File: config.mk
export PLATFORM = sky130hd
export DESIGN_NAME = veda_axis
export DESIGN_NICKNAME = d
export VERILOG_FILES = /design/src/design/veda_pkg.sv /design/src/design/veda_axis.sv
export SDC_FILE = /design/constraint.sdc
export NUM_CORES = 1
export LEC_CHECK = 0
export ABC_AREA = 1
export BUFFER_PORTS_ARGS = -buffer_cell sky130_fd_sc_hd__buf_2
export CAP_MARGIN = 40
export CELL_PAD_IN_SITES_DETAIL_PLACEMENT = 0
export CELL_PAD_IN_SITES_GLOBAL_PLACEMENT = 1
export CORE_ASPECT_RATIO = 0.6
export CORE_MARGIN = 10
export CORE_UTILIZATION = 42
export CTS_CLUSTER_DIAMETER = 60
export DETAILED_ROUTE_END_ITERATION = 8
export GPL_TIMING_DRIVEN = 0
export PLACE_DENSITY = 0.76
export SLEW_MARGIN = 0
export SYNTH_ARGS = -nofsm -noshare
export SYNTH_HDL_FRONTEND = slang
export SYNTH_SLANG_ARGS = --single-unit
File: constraint.sdc
create_clock -name clk -period 5.25 [get_ports clk]
set_input_delay 1.05 -clock clk [delete_from_list [all_inputs] [get_ports clk]]
set_output_delay 1.05 -clock clk [all_outputs]
set_load 0.01 [all_outputs]
File: src/design/veda_pkg.sv
// ----------------------------------------------------------------------------
// veda_pkg
// Shared constants, request codes and types of the voxel energy-deposit
// accumulator.
// ----------------------------------------------------------------------------
package veda_pkg;

  localparam int GRID_X = 64;
  localparam int GRID_Y = 64;
  localparam int GRID_Z = 64;

  localparam int GRID_MAX = (GRID_X > GRID_Y) ? ((GRID_X > GRID_Z) ? GRID_X : GRID_Z)
                                              : ((GRID_Y > GRID_Z) ? GRID_Y : GRID_Z);
  localparam int CELL_W  = (GRID_MAX > 1) ? $clog2(GRID_MAX) : 1;
  localparam int GRID_W  = CELL_W + 1;
  localparam int LIN_W   = 3 * CELL_W;

  localparam int STORE_DEPTH = 262144;
  localparam int ADDR_W      = 18;
  localparam int BIG_W       = ((LIN_W > ADDR_W) ? LIN_W : ADDR_W) + 1;

  localparam int POS_W    = 32;
  localparam int REG_W    = 31;
  localparam int ENERGY_W = 32;
  localparam int TOTAL_W  = 48;
  localparam int COUNT_W  = 32;
  localparam int OFF_W    = 33;
  localparam int DIV_W    = REG_W + CELL_W;
  localparam int LIMIT_W  = REG_W + GRID_W;
  localparam int STEP_W   = $clog2(CELL_W + 1);

  localparam int CFG_IDX_W = 3;
  localparam int S_DATA_W  = 152;
  localparam int M_DATA_W  = 104;

  localparam logic [1:0] FUNC_HIT   = 2'd0;
  localparam logic [1:0] FUNC_READ  = 2'd1;
  localparam logic [1:0] FUNC_EVENT = 2'd2;

  localparam logic [CFG_IDX_W-1:0] REG_HALF_X  = 3'd0;
  localparam logic [CFG_IDX_W-1:0] REG_HALF_Y  = 3'd1;
  localparam logic [CFG_IDX_W-1:0] REG_HALF_Z  = 3'd2;
  localparam logic [CFG_IDX_W-1:0] REG_PITCH_X = 3'd3;
  localparam logic [CFG_IDX_W-1:0] REG_PITCH_Y = 3'd4;
  localparam logic [CFG_IDX_W-1:0] REG_PITCH_Z = 3'd5;

  localparam logic [REG_W-1:0]   HALF_RESET  = 31'd8192;
  localparam logic [REG_W-1:0]   PITCH_RESET = 31'd256;
  localparam logic [TOTAL_W-1:0] TOTAL_MAX   = {TOTAL_W{1'b1}};

  typedef struct packed {
    logic              done;
    logic              fail;
    logic [CELL_W-1:0] coord;
  } axis_res_t;

endpackage

File: src/design/veda_axis.sv
// ----------------------------------------------------------------------------
// veda_axis
// One axis of the position-to-voxel mapping: offsets the position by the
// half extent, checks the grid bounds and divides by the pitch, one quotient
// bit per cycle.
// ----------------------------------------------------------------------------
module veda_axis (
  input  logic                             clk,
  input  logic                             rst,
  input  logic                             start,
  input  logic signed [veda_pkg::POS_W-1:0] pos,
  input  logic [veda_pkg::REG_W-1:0]       half,
  input  logic [veda_pkg::REG_W-1:0]       pitch,
  input  logic [veda_pkg::GRID_W-1:0]      grid,
  output veda_pkg::axis_res_t              res
);

  typedef enum logic [1:0] {A_IDLE, A_CHECK, A_DIV, A_DONE} axis_state_t;

  axis_state_t                     state;
  logic signed [veda_pkg::OFF_W-1:0] off;
  logic [veda_pkg::LIMIT_W-1:0]    limit;
  logic [veda_pkg::POS_W-1:0]      rem;
  logic [veda_pkg::DIV_W-1:0]      div;
  logic [veda_pkg::STEP_W-1:0]     cnt;
  logic [veda_pkg::CELL_W-1:0]     coord;
  logic [veda_pkg::CELL_W-1:0]     coord_next;
  logic                            fail;
  logic                            ge;

  assign ge = veda_pkg::DIV_W'(rem) >= div;

  always_comb begin
    coord_next    = coord << 1;
    coord_next[0] = ge;
  end

  always_ff @(posedge clk) begin
    if (rst) begin
      state <= A_IDLE;
    end else begin
      unique case (state)
        A_IDLE: begin
          if (start) begin
            off   <= veda_pkg::OFF_W'(pos) + $signed({2'b00, half});
            limit <= veda_pkg::LIMIT_W'(pitch) * veda_pkg::LIMIT_W'(grid);
            state <= A_CHECK;
          end
        end
        A_CHECK: begin
          fail  <= off[veda_pkg::OFF_W-1] || (pitch == '0) ||
                   (veda_pkg::LIMIT_W'(off[veda_pkg::POS_W-1:0]) >= limit);
          rem   <= off[veda_pkg::POS_W-1:0];
          div   <= veda_pkg::DIV_W'(pitch) << (veda_pkg::CELL_W - 1);
          cnt   <= veda_pkg::STEP_W'(veda_pkg::CELL_W - 1);
          coord <= '0;
          state <= A_DIV;
        end
        A_DIV: begin
          if (ge) begin
            rem <= rem - div[veda_pkg::POS_W-1:0];
          end
          div   <= div >> 1;
          coord <= coord_next;
          cnt   <= cnt - 1'b1;
          if (cnt == '0) begin
            state <= A_DONE;
          end
        end
        A_DONE: begin
          state <= A_IDLE;
        end
        default: begin
          state <= A_IDLE;
        end
      endcase
    end
  end

  assign res.done  = (state == A_DONE);
  assign res.fail  = fail;
  assign res.coord = coord;

  a_done_after_div: assert property (@(posedge clk) disable iff (rst)
    res.done |-> $past(state) == A_DIV)
    else $error("axis result flagged without a finished division");

  a_no_restart: assert property (@(posedge clk) disable iff (rst)
    (state == A_IDLE && start) |=> state == A_CHECK)
    else $error("axis did not begin on start");

  a_rem_below_pitch: assert property (@(posedge clk) disable iff (rst)
    (state == A_DONE && !fail) |-> veda_pkg::REG_W'(rem) < pitch || rem[veda_pkg::POS_W-1])
    else $error("division remainder not below pitch");

endmodule

==> impl_metrics.json <==
{
  "startpoint_type": "input pin",
  "yosysTopAreaCell": "edfxtp_1",
  "clkPwrFrac": 0.132,
  "final_antenna_net_count": 0,
  "worst_pin_slew_ns": 0.834,
  "grt_use_met3": 0.0519,
  "drtIter0Drc": 1452,
  "clkTransAtPathRegs_ns": 0.07,
  "grt_pass1_vias": 15465,
  "seq_area_um2": 4510,
  "ys_ff_latch": 151,
  "placed_cell_area_um2": 19400,
  "finalSetupViolCount": 0,
  "clock_latency_ns": 0.45,
  "synth_area_leaders": "edfxtp_1 25%, fa_1 16%, nand2_1 15%, inv_1 11%, ha_1 11%",
  "design_area_um2": 20400,
  "avgSynthCellArea_um2": 7.28,
  "drv_slew": 0,
  "track_usage": 0.227,
  "n_antenna_cell": 0,
  "fin_nets": 3015,
  "grt_start_max_net_pins": 34,
  "skew_ns": 0.0135,
  "pwr-share-seq": 0.206,
  "rsz0062_at_grt": "yes",
  "criticalPathCategory": "input pin to flip-flop",
  "cts_root_buf": "clkbuf_16",
  "ys_seq_area_frac": 0.248,
  "finalHoldViolCount": 0,
  "use_met1": 0.372,
  "numPortBuffers": 80,
  "period_needed_ns": 5.09,
  "hp-class": "flip-flop to flip-flop",
  "cts_tree": "built",
  "dp_cells": 3158,
  "grt_pass1_wl_um": 91400,
  "pre_cts_ws_ns": -0.874,
  "synth_cell_types": 45,
  "area.growth.synth_to_final_pct": 11.9,
  "core_region_area_um2": 42400,
  "drc": 0,
  "synthFlopType": "edfxtp_1",
  "wl_per_cell_um": 18.8,
  "cellPowerDensity_nw_per_um2": 481,
  "cp-end-kind": "flip-flop",
  "multi_input_area_um2": 11600,
  "hpwl_um": 51100,
  "netlist_instances": 2504,
  "yosys_warnings": 0,
  "overflow": 0,
  "post_drt_via_cell_ratio": 5.17,
  "setup_slack_ns": 0.159,
  "maxSlewHeadroom": 0.444,
  "synth.top_cell.area_share": 0.246,
  "p_int_uw": 4820,
  "gp_congestion": 0.967,
  "clock_path_buffers": 2,
  "drive_gt1_frac": 0.0935,
  "syn_area_um2": 18200,
  "holdBufCountCts": 0,
  "async_reset_ff_frac": 0,
  "row_count": 58,
  "antenna_found_initial": 1,
  "htreeDepth": 4,
  "fin_total_pwr_uw": 9810,
  "dieArea_um2": 52400,
  "vias": 16484,
  "power.switching_uw": 5000,
  "synth_fp_nets": 2911,
  "synth-edff-count": 149,
  "drv_cap": 0,
  "status": "completed",
  "period_share": 0.970,
  "fmax_ghz": 0.196,
  "initial_utilization": 0.430,
  "first_pass_iters": 5,
  "critPathArrivalTime_ns": 5.29,
  "final_core_util": 0.481,
  "cp.required_ns": 5.45,
  "p_leak_uw": 0.0112,
  "finalNonFillerCells": 3189,
  "swShare": 0.509,
  "io_pins": 112,
  "share_comb_of_total_power": 0.662,
  "vdd_ir_drop_max_mv": 0.248,
  "wl_um": 59900,
  "cts_buffers": 17,
  "cts.sinks": 151,
  "busiest_layer": "met1",
  "worst-path-max-fanout": 9,
  "fillers": 4365,
  "die_y_um": 181,
  "grt.met2_usage": 0.296,
  "die_w_um": 289
}
-- metal layers --
| layer | share of wire | up-vias | wire, um |
|---|---|---|---|
| met5 | 0.00020 | - | 12 |
| li1 | - | 7959 | - |
| met1 | 0.52 | 7908 | 31300 |
| met3 | 0.092 | 31 | 5530 |
| met2 | 0.38 | 584 | 22700 |
| met4 | 0.0059 | 2 | 354 |
-- cell usage in the layout (no fill, tap or decap), types with 6 or more instances in the layout --
master     Yosys  layout
clkbuf_2       5      28
a21oi_1      127     111
nor3_1        22      21
ha_1         157     142
nand3_1       97      96
edfxtp_1     149     149
o21ai_0       96      91
nand3b_1       8       8
buf_2          4      85
nor4_1         9       9
o21bai_1       9       9
o21a_1         7       7
o21ai_1        5       7
nor2_2         6      10
nand3_2        6       7
xnor2_1       18      18
a21oi_2        2      14
ha_2           0      11
fa_1         146     146
inv_1        556     556
a21o_1        13      13
nand2_1      752     742
clkbuf_16      0      17
o21ai_2        3       6
nand4_1       21      21
nor2_1       163     155
xor2_1        34      34
nand2_2        6      16
buf_4          2       8
clkbuf_1      54      18
clkbuf_4       0       6
-- power by group through the flow --
stage / clock network (uW) / logic, uW / registers, uW
after floorplan: 0 / 4040 / 2010
after global placement: 0 / 5860 / 2060
after detailed placement: 0 / 5960 / 2040
after CTS: 1310 / 6050 / 2020
after global routing: 1360 / 7170 / 2040
final: 1300 / 6500 / 2020
-- worst max-delay path: stages --
cell and delay (ns):
clkbuf_2 0.28, nand2_1 0.18, inv_1 0.07, fa_1 0.51
fa_1 0.55, fa_1 0.56, inv_1 0.07, fa_1 0.55
inv_1 0.05, ha_2 0.41, nand2_2 0.13, nor2_4 0.17
nand2_1 0.09, o21ai_2 0.26, nand3b_1 0.18, nand3_1 0.11
nand2_1 0.07
-- worst paths after layout --
check        startpoint  cells past startpoint  slack, ns   endpoint
max            pitch[3]                     17       0.16  limit[31]
min            coord[4]                      2       0.54   coord[5]
min reg2reg    coord[4]                      2       0.54   coord[5]
max reg2reg     rem[23]                     11       2.29    rem[17]
-- registers in the layout (all words and copies together) (netlist names) --
register and cells:
off 33, div 36, state 2, fail 1
limit 38, rem 32, coord 6, cnt 3
-- area by class of cell --
type / count / area share
plain buffers: 68 / 0.0188
clock buffers: 18 / 0.0211
clock inverters: 12 / 0.00872
inverters: 557 / 0.103
multi-input cells: 1728 / 0.568
flip-flops and latches: 151 / 0.221
well taps: 570 / 0.0350
repair buffers: 85 / 0.0241
-- metrics by stage --
step	hold slack [ns]	setup TNS, ns
6_report	0.537	0
3_3_place_gp	0.513	-59.98
5_1_grt	0.550	-0.0172
4_1_cts	0.538	0
2_1_floorplan	0.490	0
3_5_place_dp	0.522	-20.54
-- repair_timing --
action	CTS	global route
cloned	0	0
buffers inserted	0	1
endpoints found under the setup margin	28	25
pin swaps	0	3
resized for setup	41	113
-- Yosys cell counts, types with 2 or more instances --
library cell    n
o21ai_1         5
o21bai_1        9
and2_1          2
or2_1           2
a21oi_2         2
o21ai_0        96
o211ai_1        3
nand2_2         6
a21boi_0        4
ha_1          157
xnor2_1        18
nand3_2         6
a21o_1         13
nor2_2          6
nor3_1         22
nor4_1          9
buf_4           2
nor2_1        163
o21a_1          7
edfxtp_1      149
a21oi_1       127
clkbuf_2        5
inv_1         556
nand2_1       752
o311ai_0        2
nand3_1        97
a31oi_1         2
o21ai_2         3
buf_2           4
nand3b_1        8
dfxtp_1         2
fa_1          146
xor2_1         34
clkbuf_1       54
nand4_1        21
-- cell families (layout without fill, tap and decap cells) --
family                     count (synthesis)  count (layout)  share of synthesized area
AOI/OAI and AO/OA                        276             276                     0.0830
xor gates and xnor gates                  52              52                     0.0250
DFF                                      151             151                      0.248
adders and majority gates                303             303                      0.268
and+or+nand+nor                         1097            1097                      0.245
buffers and inverters                    625             740                      0.131
No activity file was read; power rests on OpenSTA's default activity.
